File: src/degree_ordered_greedy_graph_coloring_top_assert.svh
// ----------------------------------------------------------------------------
// Assertion macros for the degree ordered graph coloring block
// Concurrent checks clocked on clock and disabled while reset is high.
// ----------------------------------------------------------------------------
`ifndef DEGREE_ORDERED_GREEDY_GRAPH_COLORING_TOP_ASSERT_SVH
`define DEGREE_ORDERED_GREEDY_GRAPH_COLORING_TOP_ASSERT_SVH

// Check that a condition holds at every edge
`define DOGC_ASSERT_ALWAYS(label, cond) \
   label: assert property (@(posedge clock) disable iff (reset) (cond)) \
      else $error("dogc check failed");

// Check that a condition holds in the cycle after a trigger
`define DOGC_ASSERT_NEXT(label, trig, cond) \
   label: assert property (@(posedge clock) disable iff (reset) (trig) |=> (cond)) \
      else $error("dogc sequence check failed");

`endif

File: src/dogc_pkg.sv
`timescale 1ns / 1ps
// ----------------------------------------------------------------------------
// dogc_pkg
// Shared constants, codes and controller/datapath link types.
// ----------------------------------------------------------------------------
package dogc_pkg;

   localparam int MAX_V = 64;
   localparam int VW    = 6;   // vertex index width
   localparam int CW    = 7;   // count and color width

   localparam logic [1:0] ACT_ADD   = 2'd0;
   localparam logic [1:0] ACT_START = 2'd1;
   localparam logic [1:0] ACT_CLEAR = 2'd2;

   typedef enum logic [4:0] {
      OP_NONE,
      OP_ACCEPT,
      OP_EDGE_RD,
      OP_EDGE_WA,
      OP_EDGE_WB,
      OP_DEG_RD,
      OP_DEG_CNT,
      OP_PICK_RD,
      OP_PICK_SCAN,
      OP_PICK_DONE,
      OP_ROWS_LOAD,
      OP_INNER_TEST,
      OP_FREE_RD,
      OP_FREE_ROW,
      OP_FREE_SCAN,
      OP_FREE_FIND,
      OP_OUT_RD,
      OP_OUT_LOAD,
      OP_OUT_SEND
   } op_type;

   typedef struct packed {
      op_type op;
   } cmd_type;

   typedef struct packed {
      logic [1:0] act;
      logic       edge_ok;
      logic       n_zero;
      logic       i_last;
      logic       j_last;
      logic       chunk_last;
      logic       found;
      logic       inner_hit;
      logic       free_done;
      logic       out_last;
   } status_type;

endpackage

File: src/dogc_ctrl.sv
`timescale 1ns / 1ps
// ----------------------------------------------------------------------------
// dogc_ctrl
// Sequencer for edge loads, degree pass, greedy coloring and result output.
// ----------------------------------------------------------------------------
module dogc_ctrl
   import dogc_pkg::*;
(
   input  logic       clock,
   input  logic       reset,
   input  logic       req_valid,
   output logic       req_ready,
   output logic       rsp_valid,
   input  logic       rsp_ready,
   input  status_type status,
   output cmd_type    cmd
);

   typedef enum logic [17:0] {
      ST_IDLE       = 18'h00001,
      ST_EDGE_RD    = 18'h00002,
      ST_EDGE_WA    = 18'h00004,
      ST_EDGE_WB    = 18'h00008,
      ST_DEG_RD     = 18'h00010,
      ST_DEG_CNT    = 18'h00020,
      ST_PICK_RD    = 18'h00040,
      ST_PICK_SCAN  = 18'h00080,
      ST_PICK_DONE  = 18'h00100,
      ST_ROWS_LOAD  = 18'h00200,
      ST_INNER_TEST = 18'h00400,
      ST_FREE_RD    = 18'h00800,
      ST_FREE_ROW   = 18'h01000,
      ST_FREE_SCAN  = 18'h02000,
      ST_FREE_FIND  = 18'h04000,
      ST_OUT_RD     = 18'h08000,
      ST_OUT_LOAD   = 18'h10000,
      ST_OUT_WAIT   = 18'h20000
   } state_type;

   state_type state_ff, state_in;

   assign req_ready = (state_ff == ST_IDLE);
   assign rsp_valid = (state_ff == ST_OUT_WAIT);

   // next state and datapath command
   always_comb begin
      state_in = state_ff;
      cmd.op   = OP_NONE;
      unique case (state_ff)
         ST_IDLE: begin
            if (req_valid) begin
               cmd.op = OP_ACCEPT;
               if (status.act == ACT_ADD && status.edge_ok) begin
                  state_in = ST_EDGE_RD;
               end else if (status.act == ACT_START && !status.n_zero) begin
                  state_in = ST_DEG_RD;
               end
            end
         end
         ST_EDGE_RD: begin
            cmd.op   = OP_EDGE_RD;
            state_in = ST_EDGE_WA;
         end
         ST_EDGE_WA: begin
            cmd.op   = OP_EDGE_WA;
            state_in = ST_EDGE_WB;
         end
         ST_EDGE_WB: begin
            cmd.op   = OP_EDGE_WB;
            state_in = ST_IDLE;
         end
         ST_DEG_RD: begin
            cmd.op   = OP_DEG_RD;
            state_in = ST_DEG_CNT;
         end
         ST_DEG_CNT: begin
            cmd.op = OP_DEG_CNT;
            if (status.chunk_last) begin
               state_in = status.i_last ? ST_PICK_RD : ST_DEG_RD;
            end
         end
         ST_PICK_RD: begin
            cmd.op   = OP_PICK_RD;
            state_in = ST_PICK_SCAN;
         end
         ST_PICK_SCAN: begin
            cmd.op = OP_PICK_SCAN;
            if (status.i_last) begin
               state_in = ST_PICK_DONE;
            end
         end
         ST_PICK_DONE: begin
            cmd.op   = OP_PICK_DONE;
            state_in = status.found ? ST_ROWS_LOAD : ST_OUT_RD;
         end
         ST_ROWS_LOAD: begin
            cmd.op   = OP_ROWS_LOAD;
            state_in = ST_INNER_TEST;
         end
         ST_INNER_TEST: begin
            cmd.op = OP_INNER_TEST;
            if (status.inner_hit) begin
               state_in = ST_FREE_RD;
            end else if (status.j_last) begin
               state_in = ST_PICK_RD;
            end
         end
         ST_FREE_RD: begin
            cmd.op   = OP_FREE_RD;
            state_in = ST_FREE_ROW;
         end
         ST_FREE_ROW: begin
            cmd.op   = OP_FREE_ROW;
            state_in = ST_FREE_SCAN;
         end
         ST_FREE_SCAN: begin
            cmd.op = OP_FREE_SCAN;
            if (status.i_last) begin
               state_in = ST_FREE_FIND;
            end
         end
         ST_FREE_FIND: begin
            cmd.op = OP_FREE_FIND;
            if (status.free_done) begin
               state_in = status.j_last ? ST_PICK_RD : ST_INNER_TEST;
            end
         end
         ST_OUT_RD: begin
            cmd.op   = OP_OUT_RD;
            state_in = ST_OUT_LOAD;
         end
         ST_OUT_LOAD: begin
            cmd.op   = OP_OUT_LOAD;
            state_in = ST_OUT_WAIT;
         end
         ST_OUT_WAIT: begin
            if (rsp_ready) begin
               cmd.op   = OP_OUT_SEND;
               state_in = status.out_last ? ST_IDLE : ST_OUT_RD;
            end
         end
         default: begin
            state_in = ST_IDLE;
         end
      endcase
   end

   always_ff @(posedge clock) begin
      if (reset) begin
         state_ff <= ST_IDLE;
      end else begin
         state_ff <= state_in;
      end
   end

endmodule

File: config.mk
export PLATFORM = sky130hd
export DESIGN_NAME = dogc_ctrl
export DESIGN_NICKNAME = d
export VERILOG_FILES = /design/src/degree_ordered_greedy_graph_coloring_top_assert.svh /design/src/dogc_pkg.sv /design/src/dogc_ctrl.sv
export SDC_FILE = /design/constraint.sdc
export NUM_CORES = 1
export LEC_CHECK = 0
export ABC_AREA = 1
export BUFFER_PORTS_ARGS = -buffer_cell sky130_fd_sc_hd__buf_2
export CAP_MARGIN = 25
export CORE_MARGIN = 2
export CORE_UTILIZATION = 35
export CTS_BUF_LIST = sky130_fd_sc_hd__clkbuf_16
export CTS_CLUSTER_DIAMETER = 200
export DETAILED_ROUTE_END_ITERATION = 10
export GPL_ROUTABILITY_DRIVEN = 0
export GPL_TIMING_DRIVEN = 0
export HOLD_SLACK_MARGIN = 0.15
export PLACE_DENSITY = 0.61
export SLEW_MARGIN = 20
export SYNTH_ARGS = -nofsm -noshare
export SYNTH_HDL_FRONTEND = slang
export SYNTH_SLANG_ARGS = --single-unit
File: constraint.sdc
create_clock -name clock -period 1.6 [get_ports clock]
set_clock_uncertainty 0.1 [all_clocks]
set_input_delay 0.08 -clock clock [delete_from_list [all_inputs] [get_ports clock]]
set_output_delay 0.08 -clock clock [all_outputs]
set_load 0.02 [all_outputs]
Word level (Yosys, flattened, before mapping)
Index checks and enable logic that the tools add are counted.
{"block": "totals", "register_bits": 18, "latch_bits": 0, "mem_bits_rw": 0, "mem_bits_ro": 0, "in_bits": 15, "word_cells": 51, "mem_count": 0}
{"block": "classes", "addsub": 0, "n_mul": 0, "div": 0, "order_cmp": 0, "eq_ne": 27, "n_shift": 0, "mux": 18, "n_bitwise": 0, "n_reduce_logical": 5}
{"op": "one-hot mux 18 bit (17 select lines)", "count": 1}
{"op": "2-to-1 mux 18 bit", "count": 10}
{"op": "one-hot mux 5 bit (18 select lines)", "count": 1}
{"op": "2-to-1 mux 16 bit", "count": 2}
{"op": "== test 18 x 1 -> 1 bit, second input constant", "count": 1}
{"op": "== test 18 x 10 -> 1 bit, second input constant", "count": 1}
{"op": "== test 18 x 11 -> 1 bit, second input constant", "count": 1}
{"op": "== test 18 x 12 -> 1 bit, second input constant", "count": 1}
{"op": "== test 18 x 13 -> 1 bit, second input constant", "count": 1}
{"op": "== test 18 x 14 -> 1 bit, second input constant", "count": 1}
{"op": "== test 18 x 15 -> 1 bit, second input constant", "count": 1}
{"op": "== test 18 x 16 -> 1 bit, second input constant", "count": 1}
{"op": "== test 18 x 17 -> 1 bit, second input constant", "count": 1}
{"op": "== test 18 bit, second input constant", "count": 1}
{"op": "== test 18 x 2 -> 1 bit, second input constant", "count": 1}
{"op": "== test 18 x 3 -> 1 bit, second input constant", "count": 1}
{"op": "== test 18 x 4 -> 1 bit, second input constant", "count": 1}
{"op": "== test 18 x 5 -> 1 bit, second input constant", "count": 1}
{"op": "== test 18 x 6 -> 1 bit, second input constant", "count": 1}
{"op": "== test 18 x 7 -> 1 bit, second input constant", "count": 1}
{"op": "== test 18 x 8 -> 1 bit, second input constant", "count": 1}
{"op": "== test 18 x 9 -> 1 bit, second input constant", "count": 1}
{"op": "2-to-1 mux 11 bit", "count": 1}
{"op": "inequality test 2 bit, second input constant", "count": 5}
{"op": "other kinds (11)", "count": 12}

Depth between registers and ports, before layout
Gate-level depths: netlist of run 1.
{"block": "depth", "depth_word": 6, "mapped_depth": 13, "ltp_nobuf": 12}

Worst setup path before layout of run 1
No wires, ideal clock.
{"block": "synth_timing", "path_kind": "register to register", "start": "reg state_ff[12]", "end": "reg state_ff[7]", "setup_ns": 0.071, "arrival_ns": 1.465, "required_time_ns": 1.429, "path_slack_ns": -0.036, "stages_incl_launch_ff": 12, "n_path_buf": 0, "period_less_slack_ns": 1.636, "cell_sequence": "dfxtp_1 -> nor2_1 -> nand2_2 -> nor2_8 -> inv_2 -> nor2_4 -> nand3_1 -> nand3_2 -> nor2_4 -> inv_2 -> nand2_1 -> a21oi_1"}
{"block": "synth_between", "elab_chain_cells": 3, "word_cells_on_any_way": 27, "classes_between": "25 x eq/ne; 1 x mux; 1 x reduce/logical"}
{"element": "start: declaration", "line": "dogc_ctrl.sv:40", "source": "state_type state_ff, state_in;"}
{"element": "start signal: assignment", "line": "dogc_ctrl.sv:152", "source": "state_ff <= state_in;"}
{"element": "== test 18 x 1 -> 1 bit (*)"}
{"element": "named net req_ready", "line": "dogc_ctrl.sv:12", "source": "output logic req_ready,"}
{"element": "inequality test 3 x 1 -> 1 bit (no source line) or inequality test 2 bit (tied branches)"}
{"element": "AND reduction 8 bit (no source line)"}
The timed path passes the listed nets; every way through them passes the cells marked *.
A chain may end at the register's enable or synchronous reset.

==> flow_summary.json, run 1 <==
{
  "layout_min_cycle_time_ns": 1.945,
  "final_common_cell": "nand2_1",
  "fmaxAchievable_mhz": 514.3,
  "nNetsFinal": 317,
  "grt_max_degree": 11,
  "cp_top_family": "simple AND/OR/NAND/NOR gates",
  "slew-limit-headroom_pct": 56.25,
  "ir_drop_mv": 0.7849,
  "maxCapViolations": 0,
  "synth-seq-area-share_pct": 23.13,
  "yosysWarnings": 0,
  "first_iter_violations": 71,
  "area_growth_pct": 56.39,
  "clk_pin_slew_ns": 0.06,
  "clock-sinks": 18,
  "largest-register": "state_ff",
  "arrival_ns": 1.76,
  "insertion_delay_ns": 0.25,
  "h-tree-depth": 1,
  "hold_viol_final": 0,
  "synth_edf_count": 0,
  "synth_cell_type_count": 33,
  "holdWs_ns": 0.1832,
  "wire_per_inst_um": 14.90,
  "detail-route-antenna-nets": 0,
  "place_ws_ns": -0.2553,
  "wl_met2_um": 2514,
  "start_util_pct": 36.02,
  "worstPathMaxFanout": 6,
  "crit_chain": "nor2_4 -> nand2_4 -> nor2_8 -> nand2_4 -> inv_4 -> nand3_4 -> nand2_2 -> nor2_1 -> o211ai_1 -> buf_4",
  "hpwl_um": 3359,
  "synth_nets": 250,
  "p_leak_uw": 0.001118,
  "synth.avg_cell_area_um2": 6.629,
  "met3WireLength_um": 438,
  "die_w_um": 70.72,
  "grt_pass1_wl_um": 7879,
  "die_h_um": 70.72,
  "route.top_layer_used": "met4",
  "start_kind": "flop",
  "period_share_pct": 121.5,
  "grt_overflow": 0,
  "ys_seq_elements": 18,
  "slowest_delay_ns": 0.35,
  "finalWorstSetupSlack_ns": -0.3446,
  "cts-root-buf": "clkbuf_16",
  "drv_slew": 0,
  "top_regs": "state_ff x18",
  "synthArstFlopShare_pct": 0,
  "via_count": 1862,
  "critPathLaunch": "state_ff[2]",
  "ys.flop_type": "dfxtp_1",
  "core.rowCount": 24,
  "cts_max_path_buffers": 2,
  "grt_pass1_vias": 1705,
  "tightest_slew_ns": 0.6562,
  "hp-start": "rsp_ready",
  "hold_depth": 5,
  "die-area_um2": 5001,
  "cp_num_cells": 10,
  "cpMostUsedCell": "nand2_4",
  "cts_made_buffers": 3,
  "timing.rr.start": "state_ff[2]",
  "status": "finished with violations",
  "cp.required_ns": 1.42,
  "crit_type": "flop to output port",
  "tritoncts": "yes",
  "fillers": 412,
  "worstSetupEndpointType": "output port",
  "syn-instance-count": 235,
  "dr.pass1.iters": 4,
  "antenna_found_initial": 0,
  "violations": "negative setup slack",
  "final-setup-viol-count": 21,
  "grt_usage_pct": 19.72,
  "power_per_cell_area_nw_per_um2": 1227,
  "path_buf_inv": 2,
  "final_cell_mix": "nand2_1, nor2_1, inv_1, buf_4",
  "crit_slowest_cell": "dfxtp_4",
  "pin_count": 22,
  "drc": 0,
  "drt-total-wl_um": 5259,
  "final_layout_size_suffix_gt1_share_pct": 48.50,
  "diodes": 0,
  "hold_path_class": "primary input to flop",
  "rsz0062_at_grt": "yes",
  "core_um2": 4324,
  "reg2reg_depth": 11,
  "via_per_inst": 5.275,
  "port_buffers": 21,
  "syn_area_um2": 1558,
  "wl_met1_um": 2171,
  "largest_reg_flops": 18
}
==> metrics by stage <==
stage	area, um2	total power, uW	utilization, %	instances	setup TNS [ns]
floorplan	1588	1613	-	235	-0.01443
global placement	1758	1872	40.65	308	-3.044
detailed placement	1758	1874	40.65	308	-2.927
CTS	2245	2641	51.91	341	-3.734
global route	2436	3155	56.34	353	-6.543
finish	2436	2990	56.34	353	-4.905
==> worst paths after layout <==
path	end	slack, ns
setup reg to reg	state_ff[7]	-0.29
hold reg to reg	state_ff[13]	0.38
setup / recovery	cmd[0]	-0.34
hold / removal	state_ff[17]	0.18
==> report_power, final <==
group | switching, uW | total [uW] | internal, uW | leakage [uW]
Clock | 182 | 515 | 333 | 0.0000385
Combinational | 1100 | 1940 | 843 | 0.000924
Sequential | 37.6 | 531 | 494 | 0.000155
==> worst register-to-register path, stage by stage (launching register included) <==
cell and delay (ns):
dfxtp_4 0.35, nor2_4 0.14, nand2_4 0.11, nor2_8 0.23
clkbuf_16 0.19, buf_6 0.09, nand4_4 0.11, nand4_2 0.13
nor2_4 0.09, inv_2 0.10, nand2_1 0.06, a21oi_1 0.11
==> Yosys cell counts, types with 2 or more instances <==
cell type,n,share of area (%)
nand3_2,7,4.5
nor4_1,3,1.2
nor2_2,6,2.4
nand2_4,4,2.9
inv_2,3,0.72
a21oi_1,7,2.2
nor3_2,2,1.3
nor2_4,5,3.6
nand2_1,40,9.6
nor2_8,2,2.6
o22ai_1,3,1.2
nand3_1,18,5.8
dfxtp_1,18,23
nand4_2,2,1.6
nor2_1,40,9.6
nand2_2,3,1.2
nand4_1,9,3.6
o21ai_0,5,1.6
inv_1,33,8.0
nand3b_1,5,2.4
nor3_1,7,2.2
nor3b_1,2,0.96
==> routing by layer <==
layer,up-vias,GRT usage [%]
met2,87,33.33
li1,900,-
met4,0,7.547
met1,860,25.92
met5,-,0
met3,15,1.994
==> cell type report <==
type	count	area, um2	area share, %
Inverter	36	140.1	5.752
Clock buffer	3	75.07	3.082
Tap cell	52	65.06	2.671
Sequential cell	18	394.1	16.18
Multi-Input combinational cell	177	1205	49.46
Clock inverter	1	3.754	0.1541
Timing Repair Buffer	62	506.7	20.80
Buffer	4	46.29	1.900
==> what timing repair did <==
item	4_1_cts	5_1_grt
endpoints found under the hold margin	10	0
hold buffers	8	0
gates resized for setup	57	25
cloned	1	1
endpoints found under the setup margin	19	20
pin swaps	21	14
buffers inserted	20	11
==> cells by family after synthesis <==
kind of cell / Yosys count / share of synthesized area, %
compound gates: 17 / 5.863
simple gates: 160 / 59.60
buf+inv: 40 / 11.41
flops: 18 / 23.13
Note: power is estimated with default switching activity, not from simulation.
==> run 2: changes to the inputs <==
--- a/config.mk
+++ b/config.mk
@@ -5,7 +5,7 @@
 export SDC_FILE = /design/constraint.sdc
 export NUM_CORES = 1
 export LEC_CHECK = 0
-export ABC_AREA = 1
+export ABC_AREA = 0
 export BUFFER_PORTS_ARGS = -buffer_cell sky130_fd_sc_hd__buf_2
 export CAP_MARGIN = 25
 export CORE_MARGIN = 2
@@ -16,7 +16,8 @@
 export GPL_ROUTABILITY_DRIVEN = 0
 export GPL_TIMING_DRIVEN = 0
 export HOLD_SLACK_MARGIN = 0.15
-export PLACE_DENSITY = 0.61
+export PLACE_DENSITY = 0.62
+export SETUP_SLACK_MARGIN = 0.4
 export SLEW_MARGIN = 20
 export SYNTH_ARGS = -nofsm -noshare
 export SYNTH_HDL_FRONTEND = slang
==> flow_summary.json, run 2 <==
{
  "synthArstFlopShare_pct": 0,
  "tritoncts": "yes",
  "clock-sinks": 18,
  "via_count": 1659,
  "h-tree-depth": 1,
  "cts_max_path_buffers": 2,
  "grt_max_degree": 11,
  "dr.pass1.iters": 4,
  "final_layout_size_suffix_gt1_share_pct": 56.02,
  "largest_reg_flops": 18,
  "area_growth_pct": 79.77,
  "hold_viol_final": 0,
  "clk_pin_slew_ns": 0.06,
  "grt_pass1_wl_um": 7803,
  "drv_slew": 0,
  "via_per_inst": 5.740,
  "ys.flop_type": "dfxtp_1",
  "period_share_pct": 148.3,
  "die_h_um": 65.36,
  "synth_top_area_share_pct": 27.35,
  "final_cell_mix": "buf_4, buf_6, nor2_1, buf_2",
  "wire_per_inst_um": 17.84,
  "diodes": 0,
  "die_w_um": 65.36,
  "p_total_uw": 2348,
  "synth_area_leader_cell": "dfxtp_1",
  "nNetsFinal": 257,
  "rsz0062_at_grt": "yes",
  "synth-seq-area-share_pct": 27.35,
  "post-place-cells": 234,
  "synth_cell_type_count": 48,
  "arrival_ns": 2.19,
  "grt_pass1_vias": 1641,
  "power_per_cell_area_nw_per_um2": 991.3,
  "port_buffers": 21,
  "worstPathMaxFanout": 4,
  "drc": 0,
  "final-setup-viol-count": 20,
  "die-area_um2": 4271,
  "ir_drop_mv": 0.9509,
  "p_leak_uw": 0.0009878,
  "synthTopCellsByCount": "nor2_1, dfxtp_1, nor3_1, nand3_1, nand4_1",
  "status": "finished with violations",
  "reg2reg_depth": 7,
  "antenna_found_initial": 0,
  "slew-limit-headroom_pct": 49.00,
  "top_regs": "state_ff x18",
  "synth.avg_cell_area_um2": 7.985,
  "yosysWarnings": 0,
  "maxCapViolations": 0,
  "crit_type": "flop to output port",
  "rr_endpoint": "state_ff[10]",
  "cts-root-buf": "clkbuf_16",
  "hold_end": "state_ff[14]",
  "syn_area_um2": 1318,
  "synth_edf_count": 0,
  "final_common_cell": "buf_4",
  "hold_path_class": "primary input to flop",
  "timing.rr.start": "state_ff[14]",
  "grt_usage_pct": 23.69,
  "pin_count": 22,
  "insertion_delay_ns": 0.25,
  "core.rowCount": 22,
  "layout_min_cycle_time_ns": 2.373,
  "cts_made_buffers": 3,
  "fmaxAchievable_mhz": 421.4,
  "ys_top_cells_by_area": "dfxtp_1, nor2_1, nand4_1, nor3_1, nand3_1",
  "worstSetupEndpointType": "output port",
  "r2r_slack_ns": -0.71,
  "cp.required_ns": 1.42,
  "start_kind": "flop",
  "finalWorstSetupSlack_ns": -0.7731,
  "tightest_slew_ns": 0.7650,
  "syn-instance-count": 165,
  "hold_depth": 4,
  "synth_nets": 180,
  "yosysMostFrequentCell": "nor2_1",
  "drt-total-wl_um": 5157,
  "ys_seq_elements": 18,
  "hpwl_um": 2839,
  "violations": "negative setup slack",
  "start_util_pct": 36.26,
  "largest-register": "state_ff",
  "grt_overflow": 0,
  "first_iter_violations": 120,
  "layoutNonFillerInstCount": 289,
  "core_um2": 3633,
  "hp-start": "status[1]",
  "detail-route-antenna-nets": 0
}
==> run 2: cell families after synthesis <==
group,share of synthesized area [%]
compound gates,11.30
xor+xnor,3.324
buf+inv,5.698
flops,27.35
mux,0.7598
simple gates,51.57
==> run 2: area by class of cell <==
cell class | instances | area [um2]
Multi-Input combinational cell | 133 | 1116
Clock inverter | 1 | 3.754
Timing Repair Buffer | 72 | 606.8
Fill cell | 279 | 1265
Tap cell | 48 | 60.06
Buffer | 8 | 87.58
Inverter | 6 | 27.53
Sequential cell | 18 | 391.6
Clock buffer | 3 | 75.07
==> run 2: report_power, final <==
group	switching, uW	total, uW	internal (uW)
clock	188	521	333
combinational	650	1320	672
sequential	30.8	505	474
total	869	2350	1480
==> run 2: how the worst max path moves through the flow <==
| stage | startpoint | endpoint | slack [ns] | depth (start not counted) |
|---|---|---|---|---|
| after floorplan | state_ff[5] | state_ff[0] | -0.54 | 7 |
| after global placement | state_ff[6] | state_ff[0] | -0.82 | 7 |
| after detailed placement | state_ff[6] | state_ff[10] | -0.84 | 8 |
| after CTS | state_ff[14] | state_ff[10] | -0.73 | 7 |
| after global routing | state_ff[16] | cmd[1] | -0.88 | 8 |
| final | state_ff[9] | cmd[1] | -0.77 | 8 |
==> run 2: metrics by stage <==
stage | cell area, um2 | utilization, % | TNS (ns) | hold WS, ns | setup slack, ns
6_report | 2369 | 65.19 | -11.07 | 0.09082 | -0.7731
5_1_grt | 2369 | 65.19 | -12.44 | 0.1049 | -0.8754
4_1_cts | 2183 | 60.09 | -10.54 | 0.02477 | -0.7328
3_5_place_dp | 1567 | 43.11 | -11.53 | 0.2421 | -0.8375
3_3_place_gp | 1567 | 43.11 | -10.89 | 0.2416 | -0.8235
2_1_floorplan | 1401 | - | -5.549 | 0.09723 | -0.5436
==> run 2: what timing repair did <==
item / 4_1_cts / 5_1_grt
gates resized for setup: 58 / 21
pin swaps: 20 / 10
setup buffers: 30 / 11
hold buffers: 8 / 2
hold endpoints to repair: 12 / 4
setup endpoints to repair: 25 / 25
==> run 2: routing by layer <==
| layer | track usage, % | vias up | share of wire (%) |
|---|---|---|---|
| met4 | 12.24 | 0 | 3.0 |
| met3 | 2.911 | 15 | 5.4 |
| met5 | 0 | - | 0 |
| met1 | 28.78 | 803 | 43 |
| li1 | - | 775 | - |
| met2 | 40.82 | 66 | 49 |
==> run 2: worst max-delay path, stage by stage, from the launching register on <==
cell      delay, ns
dfxtp_4        0.35
nor4_4         0.39
buf_4          0.18
nand4_1        0.16
or3_4          0.48
clkinv_4       0.08
nand2_4        0.05
nand3b_1       0.11
buf_6          0.13
